===== config.mk =====
export PLATFORM = sky130hd
export DESIGN_NAME = priority_task_scheduler_with_sleep_unit
export DESIGN_NICKNAME = d
export VERILOG_FILES = /design/src/hw/rtl/ptss_pkg.sv /design/src/hw/rtl/ptss_eval.sv /design/src/hw/rtl/priority_task_scheduler_with_sleep_unit.sv
export SDC_FILE = /design/constraint.sdc
export NUM_CORES = 1
export LEC_CHECK = 0
export BUFFER_PORTS_ARGS = -buffer_cell sky130_fd_sc_hd__buf_2
export CORE_ASPECT_RATIO = 0.75
export CORE_MARGIN = 4
export CORE_UTILIZATION = 60
export DETAILED_ROUTE_END_ITERATION = 16
export PLACE_DENSITY = 0.78
export SETUP_SLACK_MARGIN = 0.5
export SLEW_MARGIN = 25
export SYNTH_ARGS = -nofsm -noshare
export SYNTH_HDL_FRONTEND = slang
export SYNTH_SLANG_ARGS = --single-unit

===== constraint.sdc =====
create_clock -name i_clk -period 10.1 [get_ports i_clk]
set_input_delay 1.01 -clock i_clk [delete_from_list [all_inputs] [get_ports i_clk]]
set_output_delay 1.01 -clock i_clk [all_outputs]
set_load 0.005 [all_outputs]

===== src/hw/rtl/ptss_pkg.sv =====
// shared types, codes and constants for the priority task scheduler
`default_nettype none

package ptss_pkg;

    localparam int NUM_SLOTS_DEF = 8;
    localparam int PRIO_BITS_DEF = 8;

    localparam int TIME_W = 32;
    localparam int CMD_W  = 3;
    localparam int SLOT_FIELD_W = 3;
    localparam int MASK_W = 8;
    localparam int PRIO_FIELD_W = 8;

    localparam logic [TIME_W-1:0] WAKE_NEVER = '1;

    typedef enum logic [1:0] {
        ST_UNUSED = 2'd0,
        ST_READY  = 2'd1,
        ST_WAIT   = 2'd2
    } t_status;

    typedef enum logic [CMD_W-1:0] {
        CMD_TICK     = 3'd0,
        CMD_YIELD    = 3'd1,
        CMD_CREATE   = 3'd2,
        CMD_WAIT     = 3'd3,
        CMD_SET_PRIO = 3'd4
    } t_cmd;

    // verdict of the shared compare unit for the slot under the scan index
    typedef struct packed {
        logic wake_hit;
        logic take;
    } t_eval;

endpackage

`default_nettype wire


===== src/hw/rtl/ptss_eval.sv =====
// shared slot compare unit: wake-time check in the wake pass, priority check in the scan pass
`default_nettype none

module ptss_eval
    import ptss_pkg::*;
#(
    parameter int PRIO_BITS = PRIO_BITS_DEF
) (
    input  wire logic                 i_wake_phase,
    input  wire t_status              i_status,
    input  wire logic [TIME_W-1:0]    i_wake_time,
    input  wire logic [TIME_W-1:0]    i_tick,
    input  wire logic [PRIO_BITS-1:0] i_prio,
    input  wire logic [PRIO_BITS-1:0] i_best_prio,
    input  wire logic                 i_have,
    output t_eval                     o_eval
);

    logic [TIME_W-1:0] op_a;
    logic [TIME_W-1:0] op_b;
    logic              a_le_b;

    // one comparator serves both passes
    assign op_a   = i_wake_phase ? i_wake_time : TIME_W'(i_prio);
    assign op_b   = i_wake_phase ? i_tick      : TIME_W'(i_best_prio);
    assign a_le_b = (op_a <= op_b);

    assign o_eval.wake_hit = i_wake_phase && (i_status == ST_WAIT) && a_le_b;
    // strictly higher priority, or anything ready when nothing is held yet
    assign o_eval.take     = !i_wake_phase && (i_status == ST_READY)
                             && (!i_have || !a_le_b);

endmodule

`default_nettype wire


===== src/hw/rtl/priority_task_scheduler_with_sleep_unit.sv =====
// top level of the fixed-priority task scheduler with sleeping slots
// a tick runs one wake pass and one selection pass between accept and its result strobe,
//   one slot per cycle through the shared compare unit
// yield, create, wait and set-priority give their result in the next cycle; busy stays low for them
// a new command is taken in the cycle its predecessor's result is on the ports
// synchronous active-low reset: tick 0, slot 0 running, all slots unused, priority 0,
//   wake times all ones; the result strobe cannot be stalled by the receiver
`default_nettype none

module priority_task_scheduler_with_sleep_unit
    import ptss_pkg::*;
#(
    parameter int NUM_SLOTS = NUM_SLOTS_DEF,
    parameter int PRIO_BITS = PRIO_BITS_DEF
) (
    input  wire logic                    i_clk,
    input  wire logic                    i_rst_n,
    input  wire logic                    start,
    output logic                         busy,
    input  wire logic [CMD_W-1:0]        i_cmd,
    input  wire logic [SLOT_FIELD_W-1:0] i_task_slot,
    input  wire logic [TIME_W-1:0]       i_due_time,
    input  wire logic [PRIO_FIELD_W-1:0] i_priority_value,
    output logic                         o_done,
    output logic [SLOT_FIELD_W-1:0]      o_running_slot,
    output logic                         o_switched,
    output logic [MASK_W-1:0]            o_woken_mask,
    output logic [TIME_W-1:0]            o_tick_now
);

    localparam int SLOT_W = (NUM_SLOTS > 1) ? $clog2(NUM_SLOTS) : 1;
    localparam logic [SLOT_W-1:0] LAST_SLOT = SLOT_W'(NUM_SLOTS - 1);

    typedef enum logic [1:0] {
        S_IDLE,
        S_WAKE,
        S_INIT,
        S_SCAN
    } t_state;

    t_state               r_state;
    t_status              r_status [NUM_SLOTS];
    logic [PRIO_BITS-1:0] r_prio   [NUM_SLOTS];
    logic [TIME_W-1:0]    r_wake   [NUM_SLOTS];
    logic [TIME_W-1:0]    r_tick;
    logic [SLOT_W-1:0]    r_cur;
    logic [SLOT_W-1:0]    r_idx;
    logic [SLOT_W-1:0]    r_cnt;
    logic [SLOT_W-1:0]    r_best;
    logic [PRIO_BITS-1:0] r_best_prio;
    logic                 r_have;
    logic [NUM_SLOTS-1:0] r_woken;
    logic                 r_done;
    logic                 r_switched;

    logic [SLOT_W-1:0]    n_idx;
    logic [SLOT_W-1:0]    n_best;
    logic                 accept;
    logic                 slot_ok;
    logic [SLOT_W-1:0]    slot_idx;
    t_cmd                 cmd;
    t_eval                eval;

    assign accept   = start && !busy;
    assign slot_ok  = (int'(i_task_slot) < NUM_SLOTS);
    assign slot_idx = SLOT_W'(i_task_slot);
    assign cmd      = t_cmd'(i_cmd);
    // circular successor of the scan index
    assign n_idx    = (r_idx == LAST_SLOT) ? '0 : r_idx + 1'b1;
    assign n_best   = eval.take ? r_idx : r_best;

    ptss_eval #(
        .PRIO_BITS (PRIO_BITS)
    ) u_eval (
        .i_wake_phase (r_state == S_WAKE),
        .i_status     (r_status[r_idx]),
        .i_wake_time  (r_wake[r_idx]),
        .i_tick       (r_tick),
        .i_prio       (r_prio[r_idx]),
        .i_best_prio  (r_best_prio),
        .i_have       (r_have),
        .o_eval       (eval)
    );

    always_ff @(posedge i_clk) begin
        if (!i_rst_n) begin
            r_state    <= S_IDLE;
            r_tick     <= '0;
            r_cur      <= '0;
            r_idx      <= '0;
            r_cnt      <= '0;
            r_best     <= '0;
            r_have     <= 1'b0;
            r_woken    <= '0;
            r_done     <= 1'b0;
            r_switched <= 1'b0;
            for (int i = 0; i < NUM_SLOTS; i++) begin
                r_status[i] <= ST_UNUSED;
                r_prio[i]   <= '0;
                r_wake[i]   <= WAKE_NEVER;
            end
        end else begin
            r_done <= 1'b0;
            unique case (r_state)
                S_IDLE: begin
                    if (accept) begin
                        if (cmd == CMD_TICK) begin
                            r_tick  <= r_tick + 1'b1;
                            r_idx   <= '0;
                            r_woken <= '0;
                            r_state <= S_WAKE;
                        end else begin
                            r_woken    <= '0;
                            r_switched <= 1'b0;
                            r_done     <= 1'b1;
                            unique case (cmd)
                                CMD_YIELD: begin
                                    if (slot_ok) begin
                                        r_cur      <= slot_idx;
                                        r_switched <= (slot_idx != r_cur);
                                    end
                                end
                                CMD_CREATE: begin
                                    if (slot_ok) begin
                                        r_status[slot_idx] <= ST_READY;
                                        r_prio[slot_idx]   <= '0;
                                        r_wake[slot_idx]   <= WAKE_NEVER;
                                    end
                                end
                                CMD_WAIT: begin
                                    if (slot_ok) begin
                                        r_status[slot_idx] <= ST_WAIT;
                                        r_wake[slot_idx]   <= i_due_time;
                                    end
                                end
                                CMD_SET_PRIO: begin
                                    if (slot_ok) begin
                                        r_prio[slot_idx] <= PRIO_BITS'(i_priority_value);
                                    end
                                end
                                default: begin
                                end
                            endcase
                        end
                    end
                end
                S_WAKE: begin
                    if (eval.wake_hit) begin
                        r_status[r_idx] <= ST_READY;
                        r_wake[r_idx]   <= WAKE_NEVER;
                        r_woken[r_idx]  <= 1'b1;
                    end
                    if (r_idx == LAST_SLOT) begin
                        r_idx   <= r_cur;
                        r_state <= S_INIT;
                    end else begin
                        r_idx <= n_idx;
                    end
                end
                S_INIT: begin
                    // the running slot starts as the holder when it is ready, so it wins ties
                    r_best      <= r_cur;
                    r_best_prio <= r_prio[r_idx];
                    r_have      <= (r_status[r_idx] == ST_READY);
                    r_idx       <= n_idx;
                    r_cnt       <= '0;
                    r_state     <= S_SCAN;
                end
                S_SCAN: begin
                    if (eval.take) begin
                        r_best      <= r_idx;
                        r_best_prio <= r_prio[r_idx];
                        r_have      <= 1'b1;
                    end
                    if (r_cnt == LAST_SLOT) begin
                        r_cur      <= n_best;
                        r_switched <= (n_best != r_cur);
                        r_done     <= 1'b1;
                        r_state    <= S_IDLE;
                    end else begin
                        r_cnt <= r_cnt + 1'b1;
                        r_idx <= n_idx;
                    end
                end
                default: begin
                    r_state <= S_IDLE;
                end
            endcase
        end
    end

    assign busy           = (r_state != S_IDLE);
    assign o_done         = r_done;
    assign o_running_slot = SLOT_FIELD_W'(r_cur);
    assign o_switched     = r_switched;
    assign o_woken_mask   = MASK_W'(r_woken);
    assign o_tick_now     = r_tick;

endmodule

`default_nettype wire


==> results.txt <==
----------------------------------------------------
[Synth]
  Syn. warnings ... 0
  Gate count of the mapped netlist ... 1442
  Number of nets in the synthesized netlist ... 1532
  Post-synth ARST share ... 0%
  Netlist area before placement ... 0.0192 mm²
  Number of synthesized flops with an enable pin ... 344
  Cell variety after synth ... 59
  Avg Inst Size Synth ... between 10 and 15 µm²
  Total of flip-flops plus latches after synthesis ... 404
  Sequential-to-total area share from yosys stat ... 60.0%
  Commonest register cell after synthesis ... sky130_fd_sc_hd__edfxtp_1

[Setup path]
  Worst path required time ... 10.27 ns
  Maximum fanout along the worst path ... 41
  Endpoint class of the critical path ... flip-flop
  Sort of element at the start of the critical path ... flip-flop
  Arrival time at the worst endpoint ... 6.12 ns
  Kind of critical path ... reg2reg

[Clock tree]
  Clock-pin slew on the worst setup and hold paths ... 0.06 ns
  Clk Latency, worst-skew pair ... 0.54 ns
  Number of H-tree levels ... 2
  Number of hold buffers added after cts ... 0
  Clock root cell ... sky130_fd_sc_hd__clkbuf_16
  Resized cells post-CTS ... 0
  Post-CTS Setup Repair Bufs ... 0
  Cts bufs inserted ... 40
  Clock tree from TritonCTS ... built
  Clock tree buffer depth ... 3
  Num Clock Sinks ... 404

[Cells and area]
  Layout cell share with drive strength beyond 1 ... between 10% and 20%
  Seq. cell area ... 0.0115 mm²
  Footprint of the multi-input gates ... 0.00734 mm²
  Number of nets in the finished design ... 1612
  Count of antenna diodes in the layout ... 0
  Filler instances ... 2175
  Finished Core Util ... 68.2%
  Layout area overhead ... 11.4%

[Global route]
  Initial antenna violation count ... 1
  Busiest metal layer after global routing ... met2
  Global routing met2 resource utilization ... 43.6%
  Largest net degree at the start of global routing ... 56
  Congestion Overflow GR ... 0
  Number of global-route vias before repair ... 12500
  Met1 Track Usage GR ... 40.0%
  Met3 Track Usage GR ... ~5.6%
  Total routing resource utilization after global routing ... 27.7%
  Global-route wire length before repair ... around 74000 µm

[Min path]
  Hold/Removal Path Class ... reg2reg

[Timing]
  Total negative slack ... 0 ns
  Max Slew Vio Count ... 0
  Slew of the pin with the lowest slew margin ... 0.929 ns
  Final count of negative-setup-slack endpoints ... 0
  Setup repair after global routing missed its margin ... false
  Total count of hold-check failures in the final report ... 0
  Final worst path period share ... 58.9%
  Largest clock skew in the final design ... 0.0160 ns
  Rel. slew slack ... roughly 38%
  Final worst path period need ... between 5 and 6 ns
  Maximum clock frequency ... ~170 MHz

[Die]
  Die area ... 0.0350 mm²
  Die boundary width ... 215 µm
  Core area ... 0.0314 mm²
  Top Ports ... 95
  Std-Cell Rows ... 56
  Vertical extent of the die ... ~160 µm
  Starting density of the core ... 61.2%

[Placed design]
  HPWL after detailed placement ... 29200 µm
  Final estimated routing congestion in global placement ... about 0.88
  Input/output buffers ... between 90 and 100

[Flow run]
  MaxCap Viol Count ... 0

[Routing]
  Vias per cell ... 6.30
  Post-route DRC ... 0
  Average wire per standard cell ... between 20 and 25 µm
  Overall via count from detail_route ... roughly 12000
  Drt initial violations ... 1644
  Number of nets with antenna violations after detailed routing ... 0
  Final routed wirelength across all metal layers ... 47400 µm
  Count of TritonRoute iterations in the first routing pass ... 6

[Status]
  Outcome ... finished, final reports clean

[Pwr]
  Power density over cell area ... 182 mW/mm²
  Worst vdd ir ... 0.147 mV
  Cell leakage power ... 6.16 nW

----------------------------------------------------
logic make-up (layout without fill, tap and decap cells):
group	Yosys count	count (layout)	share of synthesized area, %
flops	404	404	60.0
buf+inv	96	204	2.06
fa+ha+maj	41	41	2.67
xor+xnor	28	28	1.28
simple gates	617	617	17.3
mux	140	140	12.9
compound gates	116	116	3.81
layout make-up:
class | instances | area share [%]
Sequential cell | 404 | 53.9
Tap cell | 406 | 2.37
Inverter | 13 | 0.228
Timing Repair Buffer | 121 | 3.15
Multi-Input combinational cell | 942 | 34.3
Clock inverter | 15 | 0.830
Clock buffer | 55 | 5.18
path summary, 6_finish.rpt:
path	from	endpoint	slack (ns)	cells past startpoint
setup / recovery	flip-flop	r_wake[6][16]$_SDFFCE_PN1P_	4.15	14
hold reg to reg	o_woken_mask[5]$_SDFFE_PN0P_	o_woken_mask[5]$_SDFFE_PN0P_	0.49	2
hold / removal	o_woken_mask[5]$_SDFFE_PN0P_	o_woken_mask[5]$_SDFFE_PN0P_	0.49	2
setup reg to reg	flip-flop	r_wake[6][16]$_SDFFCE_PN1P_	4.15	14
per-stage QoR:
stage	worst slack (ns)	hold WS, ns	total power [mW]	std cells	area [µm²]
after floorplan	1.86	0.470	2.25	1442	19200
after global placement	4.37	0.471	2.40	1886	20100
after detailed placement	4.21	0.484	2.42	1886	20100
after CTS	4.20	0.495	3.90	1956	21400
after global routing	3.79	0.543	4.03	1956	21400
final	4.15	0.488	3.89	1956	21400
Yosys cell counts, types with 10 or more instances:
cell | number | share of area (%)
sky130_fd_sc_hd__xor2_1 | 19 | 0.87
sky130_fd_sc_hd__nor2b_1 | 14 | 0.46
sky130_fd_sc_hd__nand4_1 | 16 | 0.52
sky130_fd_sc_hd__mux2_2 | 10 | 0.59
sky130_fd_sc_hd__inv_1 | 12 | 0.23
sky130_fd_sc_hd__buf_2 | 10 | 0.26
sky130_fd_sc_hd__clkbuf_1 | 63 | 1.2
sky130_fd_sc_hd__edfxtp_1 | 344 | 54
sky130_fd_sc_hd__nand2_1 | 88 | 1.7
sky130_fd_sc_hd__mux4_2 | 84 | 9.9
sky130_fd_sc_hd__a21oi_1 | 43 | 1.1
sky130_fd_sc_hd__nor2_1 | 144 | 2.8
sky130_fd_sc_hd__and2_1 | 11 | 0.36
sky130_fd_sc_hd__or3_1 | 11 | 0.36
sky130_fd_sc_hd__nand2b_1 | 261 | 8.5
sky130_fd_sc_hd__mux2i_1 | 45 | 2.3
sky130_fd_sc_hd__nand3_1 | 19 | 0.50
sky130_fd_sc_hd__nor3_1 | 14 | 0.36
sky130_fd_sc_hd__dfxtp_1 | 60 | 6.3
sky130_fd_sc_hd__and3_1 | 13 | 0.42
sky130_fd_sc_hd__ha_1 | 41 | 2.7
sky130_fd_sc_hd__o21ai_0 | 22 | 0.57
routing by layer:
metal  up-vias  part of all wire, %  routed length (µm)
met4         2                  2.6                1220
met5         -                0.027                  13
met2       693                   46               21800
li1       5452                    -                   -
met1      6083                   41               19400
met3        86                   11                5000
power by group:
| part | switching, mW | internal (mW) | leakage (nW) |
|---|---|---|---|
| sequential | 0.0115 | 1.83 | 3.12 |
| clock | 0.619 | 0.870 | 0.621 |
| combinational | 0.365 | 0.200 | 2.42 |
| total | 0.996 | 2.90 | 6.16 |
flip-flops by register name (all words and copies together) (netlist names), named ones only:
name            count
o_done              1
o_running_slot      3
o_switched          1
o_tick_now         32
o_woken_mask        8
r_best              3
r_best_prio         8
r_cnt               3
r_have              1
r_idx               3
r_prio             64
r_state             2
r_status           16
r_wake            256
layout by cell type (no fill, tap or decap), drive strengths merged, types with 4 or more instances in the layout:
cell type	count
edfxtp	344
nand2b	261
nor2	144
buf	121
nand2	88
mux4	84
dfxtp	60
clkbuf	55
mux2i	46
a21oi	44
ha	41
o21ai	24
nand3	19
xor2	19
nand4	17
nor2b	14
nor3	14
and3	13
inv	13
and2	11
or3	11
mux2	10
o211ai	9
xnor2	9
clkinv	9
a31oi	6
nor3b	6
or4	6
or2	4
and3b	4
bufinv	4
critical path: stages, from the launching register on:
cell                       delay, ns
sky130_fd_sc_hd__dfxtp_4        0.46
sky130_fd_sc_hd__buf_4          0.68
sky130_fd_sc_hd__mux4_2         0.62
sky130_fd_sc_hd__mux2i_1        0.17
sky130_fd_sc_hd__nor2_1         0.07
sky130_fd_sc_hd__ha_1           0.34
sky130_fd_sc_hd__a21o_1         0.19
sky130_fd_sc_hd__a21o_1         0.18
sky130_fd_sc_hd__a221oi_1       0.48
sky130_fd_sc_hd__nand2_1        0.11
sky130_fd_sc_hd__o21ai_1        0.30
sky130_fd_sc_hd__nand4_2        0.63
sky130_fd_sc_hd__or2_2          0.57
sky130_fd_sc_hd__o211ai_1       0.20
sky130_fd_sc_hd__buf_4          0.52
Power figures use the tool's default switching activity.
